$ cat config.mk
export PLATFORM = sky130hd
export DESIGN_NAME = can_frame_capture_table
export DESIGN_NICKNAME = d
export VERILOG_FILES = /design/src/rtl/core/cfct_pkg.sv /design/src/rtl/core/can_frame_capture_table.sv /design/src/rtl/core/cfct_front.sv /design/src/rtl/core/cfct_back.sv
export SDC_FILE = /design/constraint.sdc
export NUM_CORES = 2
export LEC_CHECK = 0
export BUFFER_PORTS_ARGS = -buffer_cell sky130_fd_sc_hd__buf_2
export CORE_MARGIN = 3
export CORE_UTILIZATION = 45
export DETAILED_ROUTE_END_ITERATION = 10
export PLACE_DENSITY = 0.66
export REMOVE_ABC_BUFFERS = 1
export SKIP_LAST_GASP = 1
export SYNTH_ARGS = -nofsm -noshare
export SYNTH_HDL_FRONTEND = slang
export SYNTH_HIERARCHICAL = 1
export SYNTH_SLANG_ARGS = --single-unit
$ cat constraint.sdc
create_clock -name clk -period 12.8 [get_ports clk]
set_clock_uncertainty 0.1 [all_clocks]
set_input_delay 0.64 -clock clk [delete_from_list [all_inputs] [get_ports clk]]
set_output_delay 0.64 -clock clk [all_outputs]
set_load 0.03 [all_outputs]
$ cat src/rtl/core/cfct_pkg.sv
`timescale 1ns / 1ps

package cfct_pkg;

  // Fixed field widths of a word.
  localparam int unsigned ID_W      = 16;
  localparam int unsigned LEN_W     = 4;
  localparam int unsigned PAYLOAD_W = 64;
  localparam int unsigned TIME_W    = 32;
  localparam int unsigned HITS_W    = 32;
  localparam int unsigned SLOT_W    = 4;

  // Longest data length code that carries payload; larger codes are clamped to it.
  localparam logic [LEN_W-1:0] MAX_LEN = 4'd8;

  typedef enum logic {
    CMD_CAPTURE = 1'b0,
    CMD_READ    = 1'b1
  } cmd_t;

  // One classified word as it waits between the front and the back end.
  typedef struct packed {
    cmd_t                 cmd;
    logic [ID_W-1:0]      id;
    logic [LEN_W-1:0]     len;
    logic                 ext;
    logic [PAYLOAD_W-1:0] payload;
    logic [TIME_W-1:0]    stamp;
    logic [SLOT_W-1:0]    slot;
    logic                 in_range;
  } item_t;

  // Contents of one table slot.
  typedef struct packed {
    logic [ID_W-1:0]      ident;
    logic [LEN_W-1:0]     len;
    logic                 ext;
    logic [PAYLOAD_W-1:0] payload;
    logic [TIME_W-1:0]    stamp;
    logic [HITS_W-1:0]    hits;
  } entry_t;

endpackage

$ cat src/rtl/core/can_frame_capture_table.sv
`timescale 1ns / 1ps
// Channel   | Handshake            | Word
// ----------+----------------------+----------------------------------------------
// input     | in_valid / in_stall  | command, frame_id, frame_len, frame_ext,
//           |                      | frame_payload, now_ms, read_slot
// output    | out_valid / out_stall| slot_index, slot_ident, slot_len, slot_ext,
//           |                      | slot_payload, slot_time, slot_hits
//
// A capture scans the table, reading one slot of the table memory per cycle, then
// fetches the chosen slot and registers its result; a read in range fetches its slot directly.
// Reset clears the sequencer, the queue and the slot valid bits; slots read as zero
// until first written, so no clearing pass is needed.
// A two-word input queue keeps accepting, until it is full, while the back end works or its result is
// stalled; the back end waits in its output state until the result is taken.
module can_frame_capture_table #(
  parameter int SLOT_COUNT = 16
) (
  input  logic                              clk,
  input  logic                              rst,
  input  logic                              in_valid,
  output logic                              in_stall,
  input  logic                              command,
  input  logic [cfct_pkg::ID_W-1:0]         frame_id,
  input  logic [cfct_pkg::LEN_W-1:0]        frame_len,
  input  logic                              frame_ext,
  input  logic [cfct_pkg::PAYLOAD_W-1:0]    frame_payload,
  input  logic [cfct_pkg::TIME_W-1:0]       now_ms,
  input  logic [cfct_pkg::SLOT_W-1:0]       read_slot,
  output logic                              out_valid,
  input  logic                              out_stall,
  output logic [cfct_pkg::SLOT_W-1:0]       slot_index,
  output logic [cfct_pkg::ID_W-1:0]         slot_ident,
  output logic [cfct_pkg::LEN_W-1:0]        slot_len,
  output logic                              slot_ext,
  output logic [cfct_pkg::PAYLOAD_W-1:0]    slot_payload,
  output logic [cfct_pkg::TIME_W-1:0]       slot_time,
  output logic [cfct_pkg::HITS_W-1:0]       slot_hits
);

  logic            q_valid;
  logic            q_pop;
  cfct_pkg::item_t q_item;

  // Front end: classification and queue.
  cfct_front #(
    .SLOT_COUNT (SLOT_COUNT)
  ) u_front (
    .clk           (clk),
    .rst           (rst),
    .in_valid      (in_valid),
    .in_stall      (in_stall),
    .command       (command),
    .frame_id      (frame_id),
    .frame_len     (frame_len),
    .frame_ext     (frame_ext),
    .frame_payload (frame_payload),
    .now_ms        (now_ms),
    .read_slot     (read_slot),
    .q_valid       (q_valid),
    .q_item        (q_item),
    .q_pop         (q_pop)
  );

  // Back end: slot scan, table update and result register.
  cfct_back #(
    .SLOT_COUNT (SLOT_COUNT)
  ) u_back (
    .clk          (clk),
    .rst          (rst),
    .q_valid      (q_valid),
    .q_item       (q_item),
    .q_pop        (q_pop),
    .out_valid    (out_valid),
    .out_stall    (out_stall),
    .slot_index   (slot_index),
    .slot_ident   (slot_ident),
    .slot_len     (slot_len),
    .slot_ext     (slot_ext),
    .slot_payload (slot_payload),
    .slot_time    (slot_time),
    .slot_hits    (slot_hits)
  );

endmodule

$ cat src/rtl/core/cfct_front.sv
`timescale 1ns / 1ps

module cfct_front #(
  parameter int SLOT_COUNT = 16
) (
  input  logic                              clk,
  input  logic                              rst,
  input  logic                              in_valid,
  output logic                              in_stall,
  input  logic                              command,
  input  logic [cfct_pkg::ID_W-1:0]         frame_id,
  input  logic [cfct_pkg::LEN_W-1:0]        frame_len,
  input  logic                              frame_ext,
  input  logic [cfct_pkg::PAYLOAD_W-1:0]    frame_payload,
  input  logic [cfct_pkg::TIME_W-1:0]       now_ms,
  input  logic [cfct_pkg::SLOT_W-1:0]       read_slot,
  output logic                              q_valid,
  output cfct_pkg::item_t                   q_item,
  input  logic                              q_pop
);

  cfct_pkg::item_t          item_new;
  cfct_pkg::item_t          fifo [2];
  logic [1:0]               count;
  logic                     wr_ptr;
  logic                     rd_ptr;
  logic                     accept;
  logic [cfct_pkg::LEN_W-1:0] len_c;

  // Clamp the length and zero the payload bytes beyond it.
  always_comb begin
    len_c = (frame_len > cfct_pkg::MAX_LEN) ? cfct_pkg::MAX_LEN : frame_len;
    item_new.cmd      = cfct_pkg::cmd_t'(command);
    item_new.id       = frame_id;
    item_new.len      = len_c;
    item_new.ext      = frame_ext;
    item_new.stamp    = now_ms;
    item_new.slot     = read_slot;
    item_new.in_range = (32'(read_slot) < 32'(SLOT_COUNT));
    for (int b = 0; b < 8; b++) begin
      item_new.payload[8*b +: 8] = (b < int'(len_c)) ? frame_payload[8*b +: 8] : 8'h00;
    end
  end

  // Two-entry queue towards the back end.
  assign accept   = in_valid && !in_stall;
  assign in_stall = (count == 2'd2);
  assign q_valid  = (count != 2'd0);
  assign q_item   = fifo[rd_ptr];

  always_ff @(posedge clk) begin
    if (rst) begin
      count  <= 2'd0;
      wr_ptr <= 1'b0;
      rd_ptr <= 1'b0;
    end else begin
      if (accept) begin
        wr_ptr <= ~wr_ptr;
      end
      if (q_pop) begin
        rd_ptr <= ~rd_ptr;
      end
      case ({accept, q_pop})
        2'b10:   count <= count + 2'd1;
        2'b01:   count <= count - 2'd1;
        default: count <= count;
      endcase
    end
  end

  // Queue storage needs no reset.
  always_ff @(posedge clk) begin
    if (accept) begin
      fifo[wr_ptr] <= item_new;
    end
  end

endmodule

$ cat src/rtl/core/cfct_back.sv
`timescale 1ns / 1ps

module cfct_back #(
  parameter int SLOT_COUNT = 16
) (
  input  logic                              clk,
  input  logic                              rst,
  input  logic                              q_valid,
  input  cfct_pkg::item_t                   q_item,
  output logic                              q_pop,
  output logic                              out_valid,
  input  logic                              out_stall,
  output logic [cfct_pkg::SLOT_W-1:0]       slot_index,
  output logic [cfct_pkg::ID_W-1:0]         slot_ident,
  output logic [cfct_pkg::LEN_W-1:0]        slot_len,
  output logic                              slot_ext,
  output logic [cfct_pkg::PAYLOAD_W-1:0]    slot_payload,
  output logic [cfct_pkg::TIME_W-1:0]       slot_time,
  output logic [cfct_pkg::HITS_W-1:0]       slot_hits
);

  localparam int IDX_W = $clog2(SLOT_COUNT);
  localparam int CNT_W = $clog2(SLOT_COUNT + 1);
  localparam logic [IDX_W-1:0] LAST_IDX  = IDX_W'(SLOT_COUNT - 1);
  localparam logic [CNT_W-1:0] CNT_END   = CNT_W'(SLOT_COUNT);

  typedef enum logic [2:0] {
    ST_IDLE,
    ST_SCAN,
    ST_FETCH,
    ST_DATA,
    ST_OUT
  } state_t;

  state_t                      state;
  cfct_pkg::item_t             cur;
  logic [CNT_W-1:0]            cnt;
  logic                        chk_vld;
  logic [IDX_W-1:0]            chk_idx;
  logic                        have_match;
  logic [IDX_W-1:0]            match_idx;
  logic                        have_free;
  logic [IDX_W-1:0]            free_idx;
  logic [IDX_W-1:0]            old_idx;
  logic [cfct_pkg::TIME_W-1:0] old_time;
  logic [IDX_W-1:0]            sel;

  cfct_pkg::entry_t            mem [SLOT_COUNT];
  logic [SLOT_COUNT-1:0]       slot_vld;
  cfct_pkg::entry_t            rd_data;
  logic                        rd_vld;
  logic [IDX_W-1:0]            ra;
  logic                        issue;
  logic                        mem_we;

  cfct_pkg::entry_t            ent;
  logic                        is_match;
  logic                        is_free;
  logic                        have_match_next;
  logic [IDX_W-1:0]            match_idx_next;
  logic                        have_free_next;
  logic [IDX_W-1:0]            free_idx_next;
  logic [IDX_W-1:0]            old_idx_next;
  logic [cfct_pkg::TIME_W-1:0] old_time_next;
  logic [IDX_W-1:0]            choice;
  logic                        scan_done;
  logic [cfct_pkg::HITS_W-1:0] base_hits;
  cfct_pkg::entry_t            wr_entry;
  cfct_pkg::entry_t            result;

  // Read address: the scan counter during a scan, the chosen slot otherwise.
  assign issue  = (state == ST_SCAN) && (cnt < CNT_END);
  assign ra     = (state == ST_SCAN) ? cnt[IDX_W-1:0] : sel;
  assign q_pop  = (state == ST_IDLE) && q_valid;
  assign mem_we = (state == ST_DATA) && (cur.cmd == cfct_pkg::CMD_CAPTURE);

  // Slot table with registered read; a slot never written reads as zero.
  always_ff @(posedge clk) begin
    if (mem_we) begin
      mem[sel] <= wr_entry;
    end
    rd_data <= mem[ra];
    rd_vld  <= slot_vld[ra];
  end

  assign ent = rd_vld ? rd_data : '0;

  // Scan step: first matching used slot, first free slot, oldest stamp.
  always_comb begin
    is_match        = (ent.hits != '0) && (ent.ident == cur.id);
    is_free         = (ent.hits == '0);
    have_match_next = have_match || is_match;
    match_idx_next  = have_match ? match_idx : chk_idx;
    have_free_next  = have_free || is_free;
    free_idx_next   = have_free ? free_idx : chk_idx;
    if ((chk_idx == '0) || (ent.stamp < old_time)) begin
      old_idx_next  = chk_idx;
      old_time_next = ent.stamp;
    end else begin
      old_idx_next  = old_idx;
      old_time_next = old_time;
    end
    if (have_match_next) begin
      choice = match_idx_next;
    end else if (have_free_next) begin
      choice = free_idx_next;
    end else begin
      choice = old_idx_next;
    end
    scan_done = chk_vld && (chk_idx == LAST_IDX);
  end

  // Update of the chosen slot: a new identifier restarts the count, which saturates.
  always_comb begin
    base_hits        = (ent.ident != cur.id) ? '0 : ent.hits;
    wr_entry.ident   = cur.id;
    wr_entry.len     = cur.len;
    wr_entry.ext     = cur.ext;
    wr_entry.payload = cur.payload;
    wr_entry.stamp   = cur.stamp;
    wr_entry.hits    = (&base_hits) ? base_hits : base_hits + 1'b1;
    result           = (cur.cmd == cfct_pkg::CMD_CAPTURE) ? wr_entry : ent;
  end

  // Scan bookkeeping and the current word.
  always_ff @(posedge clk) begin
    if (rst) begin
      chk_vld  <= 1'b0;
      slot_vld <= '0;
    end else begin
      chk_vld <= issue;
      if (mem_we) begin
        slot_vld[sel] <= 1'b1;
      end
    end
    chk_idx <= cnt[IDX_W-1:0];
    if (q_pop) begin
      cur        <= q_item;
      cnt        <= '0;
      have_match <= 1'b0;
      have_free  <= 1'b0;
    end else if (state == ST_SCAN) begin
      if (issue) begin
        cnt <= cnt + 1'b1;
      end
      if (chk_vld) begin
        have_match <= have_match_next;
        match_idx  <= match_idx_next;
        have_free  <= have_free_next;
        free_idx   <= free_idx_next;
        old_idx    <= old_idx_next;
        old_time   <= old_time_next;
      end
    end
  end

  // Sequencer with the registered result.
  always_ff @(posedge clk) begin
    if (rst) begin
      state <= ST_IDLE;
    end else begin
      case (state)
        ST_IDLE: begin
          if (q_valid) begin
            sel <= IDX_W'(q_item.slot);
            if (q_item.cmd == cfct_pkg::CMD_CAPTURE) begin
              state <= ST_SCAN;
            end else if (q_item.in_range) begin
              state <= ST_FETCH;
            end else begin
              slot_index   <= q_item.slot;
              slot_ident   <= '0;
              slot_len     <= '0;
              slot_ext     <= 1'b0;
              slot_payload <= '0;
              slot_time    <= '0;
              slot_hits    <= '0;
              state        <= ST_OUT;
            end
          end
        end
        ST_SCAN: begin
          if (scan_done) begin
            sel   <= choice;
            state <= ST_FETCH;
          end
        end
        ST_FETCH: begin
          state <= ST_DATA;
        end
        ST_DATA: begin
          slot_index   <= cfct_pkg::SLOT_W'(sel);
          slot_ident   <= result.ident;
          slot_len     <= result.len;
          slot_ext     <= result.ext;
          slot_payload <= result.payload;
          slot_time    <= result.stamp;
          slot_hits    <= result.hits;
          state        <= ST_OUT;
        end
        ST_OUT: begin
          if (!out_stall) begin
            state <= ST_IDLE;
          end
        end
        default: begin
          state <= ST_IDLE;
        end
      endcase
    end
  end

  assign out_valid = (state == ST_OUT);

  // Scan data only arrives while scanning.
  a_chk_in_scan: assert property (@(posedge clk) disable iff (rst)
    chk_vld |-> (state == ST_SCAN))
    else $error("scan data outside a scan");

  // A capture always leaves a nonzero count in its result.
  a_capture_hits: assert property (@(posedge clk) disable iff (rst)
    (state == ST_DATA && cur.cmd == cfct_pkg::CMD_CAPTURE) |=> (slot_hits != '0))
    else $error("capture result with zero count");

  // Taking a word from the queue always starts work on it.
  a_pop_busy: assert property (@(posedge clk) disable iff (rst)
    q_pop |=> (state != ST_IDLE))
    else $error("word taken from queue without being processed");

endmodule
==> parameters.txt <==
Parameter                              Value

Setup path
  CP Data Arrival Time ... 6950 ps
  CP Capture Type ... flip-flop
  CP startpoint ... u_back/rd_vld
  Launch instance of the worst register-to-register path ... u_back/rd_vld
  Worst Reg2Reg Path Length in Cells ... 14
  Endpoint of the most critical register-to-register path ... u_back/mem[0][27]
  Worst-path maximum fanout ... 72
  Gate family responsible for the most delay along the worst path ... simple AND/OR/NAND/NOR gates
  Crit path largest cell delay ... 960 ps
  Slowest-stage cell, CP ... sky130_fd_sc_hd__dfxtp_4
  FF-to-FF setup slack ... 6220 ps
  Data required, critical path ... 13160 ps
  CP startpoint kind ... flip-flop
  Ordered list of cells on the worst path ... nand4b_1 > o22ai_1 > o22ai_1 > or4_4 > buf_4 > nor2_1 > ha_1 > nand4_1 > nor4_2 > nand4_1 > o2111ai_1 > nor4_4 > nor3b_1 > xnor2_1
  Worst setup path class ... reg -> reg
  Number of buffer and inverter stages on the critical path ... 1

Place
  RePlAce Congestion ... 0.833
  Post-placement cell count ... 12200
  Port buffer count ... 280
  DPL Wire Length ... 158000 um

Job
  Max-Cap Viols ... 0

Yosys
  Post-synth design cell area ... 122000 um^2
  Count of unique library cells instantiated by Yosys ... 72
  Syn Inst Count ... 8885
  Number of enable flip-flop cells after synthesis ... 2947
  Share of synthesized area occupied by flip-flops and latches ... 0.756
  Leading register cell type out of synthesis ... sky130_fd_sc_hd__edfxtp_1
  Synth warnings ... 6
  Seq cells post-synth ... 3133
  Post-synth ARST share ... 0
  Fraction of synthesized cell area taken by the top area cell type ... 0.726
  Adder and majority gate portion of the synthesized area ... 0.00349
  Largest family of logic cells by synthesized area ... simple AND/OR/NAND/NOR gates
  Most area-hungry cell type in the Yosys netlist ... sky130_fd_sc_hd__edfxtp_1
  Top cells by area in the synthesized netlist ... sky130_fd_sc_hd__edfxtp_1 73%, sky130_fd_sc_hd__nand2_1 7.7%, sky130_fd_sc_hd__a311oi_1 3.2%, sky130_fd_sc_hd__dfxtp_1 3.1%, sky130_fd_sc_hd__nand3_1 2.7%
  Average cell area after synthesis ... 13.7 um^2
  Basic-gate share of the synthesized area counting and, or, nand and nor cells ... 0.138
  Proportion of synthesized area in mux cells ... 0.0165
  Xor/xnor cell area share of the yosys netlist ... 0.00280
  Fraction of the mapped netlist area in compound gates ... 0.0608

Drt
  Drt wl/cell ... 24.9 um
  Number of optimization iterations in the first detailed-route pass ... 7
  Residual DRC ... 0
  Detailed-route vias per instance ... 5.87
  Highest routed layer ... met5
  Met1 layer wirelength in the final routing ... 133000 um
  Wire length on met2 ... 151000 um
  Vias ... 75800
  Met3 routed wirelength ... 27900 um
  DRT iter0 DRCs ... 8544
  Overall routed net length ... 322000 um
  Number of nets still failing antenna checks after routing ... 0

Final layout
  Commonest cells after routing, fill and taps aside ... 2947 x sky130_fd_sc_hd__edfxtp_1, 2511 x sky130_fd_sc_hd__nand2_1, 659 x sky130_fd_sc_hd__nand3_1
  Final cell count without fillers ... 12900
  Share of post-route cells with drive strength above 1 ... 0.114
  Most common library cell in the layout ignoring fill and taps ... sky130_fd_sc_hd__edfxtp_1
  Area delta synth->final ... 13.1%
  Number of nets in the layout ... 9256

STA
  Slew headroom ... 0.195
  Transition time at the pin with the least slew margin ... 1210 ps
  Final clock period utilization by the worst path ... 0.514
  RSZ-0062 raised after global routing ... no
  Maximum frequency from static timing analysis ... 0.152 GHz
  Total count of max-transition violations in the final report ... 0
  Final hold violation count ... 0
  Final setup TNS ... 0 ps
  Final setup violating endpoints ... 0
  Final critical-path required period ... 6580 ps

Clock tree
  Max H-tree Level ... 5
  Maximum clock path buffer count ... 4
  Num CTS Buffers ... 322
  Quantity of gates resized following cts ... 0
  Clock sink total ... 3133
  CTS tree ... built
  Latest clock arrival within the worst-skew pair ... 860 ps
  Clock-pin slew on the worst setup and hold paths ... 60 ps
  Master cell of the clock root buffer ... sky130_fd_sc_hd__clkbuf_16

Pwr
  Maximum VDD drop ... 168 uV
  Leakage ... 47.0 nW
  Cell Pwr Density ... 213 nW/um^2

Die
  Area enclosed by the die boundary ... 277000 um^2
  Horizontal die dimension ... 527 um
  Initial core utilization ... 0.453
  Core area ... 269000 um^2
  Number of top-level pins ... 281
  Number of cell rows ... 190
  Die height ... 527 um

GRT
  Total track usage ... 0.225
  Overflow left after global routing ... 0
  Maximum number of pins on one net before global-route repair ... 190
  Global-route wire length before repair ... 473000 um
  Antenna violations before repair ... 17
  Number of global-route vias before repair ... 72600

Min path
  Type of the tightest min-delay check ... in -> reg
  Instance count along the most critical hold path ... 2
  Worst hold path startpoint ... frame_payload[8]
  End point of the worst hold path ... u_front/fifo[0][44]

Run status
  Outcome ... finished, final reports clean
## state kept, by name, summed over array words and instances (netlist names), 5 cells and up, named ones only
register,cells
u_back/old_time,32
u_back/slot_time,32
u_back/slot_hits,32
u_back/mem,2384
u_back/slot_vld,16
u_back/slot_payload,64
u_back/rd_data,149
u_back/cnt,5
u_back/cur,118
u_front/fifo,244
u_back/slot_ident,16
## logic make-up (layout without fill, tap and decap cells)
logic type | after synthesis | in the layout
flip-flops | 3133 | 3133
buffers and inverters | 626 | 1098
AO/OA/AOI/OAI | 1004 | 1004
multiplexers | 182 | 182
XOR/XNOR | 39 | 39
AND/OR/NAND/NOR | 3866 | 3866
adder cells (fa/ha/maj) | 34 | 34
other | 1 | 6
## repair_timing
item | in CTS | in global routing
hold buffers | 78 | 0
setup buffers | 0 | 0
hold endpoints to repair | 156 | 0
## cell type report
class | instances | area [um^2]
antenna | 5 | 12.5
clock buffer | 424 | 8980
clock inverter | 161 | 1520
fill | 22000 | 131000
inverter | 38 | 148
multi-input combinational | 5126 | 27200
sequential | 3133 | 92200
tap | 3552 | 4440
timing repair buffer | 475 | 3320
## worst register-to-register path, cell delays in order, from the launching register on
cell and delay (ps):
sky130_fd_sc_hd__dfxtp_4 960, sky130_fd_sc_hd__nand4b_1 230, sky130_fd_sc_hd__o22ai_1 220, sky130_fd_sc_hd__o22ai_1 210, sky130_fd_sc_hd__or4_4 570, sky130_fd_sc_hd__buf_4 340
sky130_fd_sc_hd__nor2_1 280, sky130_fd_sc_hd__ha_1 280, sky130_fd_sc_hd__nand4_1 190, sky130_fd_sc_hd__nor4_2 540, sky130_fd_sc_hd__nand4_1 450, sky130_fd_sc_hd__o2111ai_1 520
sky130_fd_sc_hd__nor4_4 130, sky130_fd_sc_hd__nor3b_1 210, sky130_fd_sc_hd__xnor2_1 950
## worst max-delay path by stage
stage / end / slack, ps / cells after the start
floorplan: u_back/rd_data[0] / -11610 / 4
global placement: u_back/mem[12][27] / 6610 / 14
detailed placement: u_back/mem[13][27] / 6540 / 14
CTS: u_back/mem[0][27] / 6450 / 14
global route: u_back/mem[3][27] / 5960 / 14
finish: u_back/mem[0][27] / 6220 / 14
## per-layer routing
metal,global-route usage,up-vias
li1,-,33400
met1,0.320,38100
met2,0.359,3643
met5,0,-
met4,0.0689,8
met3,0.0341,558
## report_power, final
part / total [mW] / internal (mW) / switching (mW)
clock: 9.30 / 5.47 / 3.83
sequential: 13.5 / 12.5 / 0.955
combinational: 6.63 / 2.07 / 4.55
total: 29.4 / 20.1 / 9.34
## synthesized netlist by cell type (8+ instances only)
cell type                     n
sky130_fd_sc_hd__and2_1      52
sky130_fd_sc_hd__o21a_1      15
sky130_fd_sc_hd__a311oi_1   451
sky130_fd_sc_hd__o21ai_0     25
sky130_fd_sc_hd__dfxtp_1    186
sky130_fd_sc_hd__clkbuf_1   382
sky130_fd_sc_hd__a21oi_1    214
sky130_fd_sc_hd__a22o_1      69
sky130_fd_sc_hd__nor2_1     144
sky130_fd_sc_hd__xnor2_1     18
sky130_fd_sc_hd__nor3_1      26
sky130_fd_sc_hd__nand3_1    659
sky130_fd_sc_hd__ha_1        34
sky130_fd_sc_hd__nand4_1     24
sky130_fd_sc_hd__and3_1     314
sky130_fd_sc_hd__a31oi_1    160
sky130_fd_sc_hd__mux2i_1     44
sky130_fd_sc_hd__nor4_1      12
sky130_fd_sc_hd__or2_2        8
sky130_fd_sc_hd__buf_6       19
sky130_fd_sc_hd__mux2_2     136
sky130_fd_sc_hd__nand3b_1     9
sky130_fd_sc_hd__buf_2      154
sky130_fd_sc_hd__edfxtp_1  2947
sky130_fd_sc_hd__xor2_1      21
sky130_fd_sc_hd__buf_1       25
sky130_fd_sc_hd__nand4b_1     9
sky130_fd_sc_hd__o22ai_1     12
sky130_fd_sc_hd__nor2b_1     61
sky130_fd_sc_hd__o21bai_1     9
sky130_fd_sc_hd__nand2_1   2512
sky130_fd_sc_hd__inv_1       37
## per-stage QoR
step                      total power, mW  utilization  worst slack (ps)  hold WS (ps)  cell area [um^2]
after floorplan                      21.1            -            -11610           274            119000
after global placement               20.1        0.471              6610           327            127000
after detailed placement             20.2        0.471              6540           333            127000
after CTS                            29.5        0.513              6450          1.18            138000
after global routing                 30.7        0.513              5960          27.1            138000
final                                29.4        0.513              6220          53.6            138000
(Power assumes the default switching activity.)
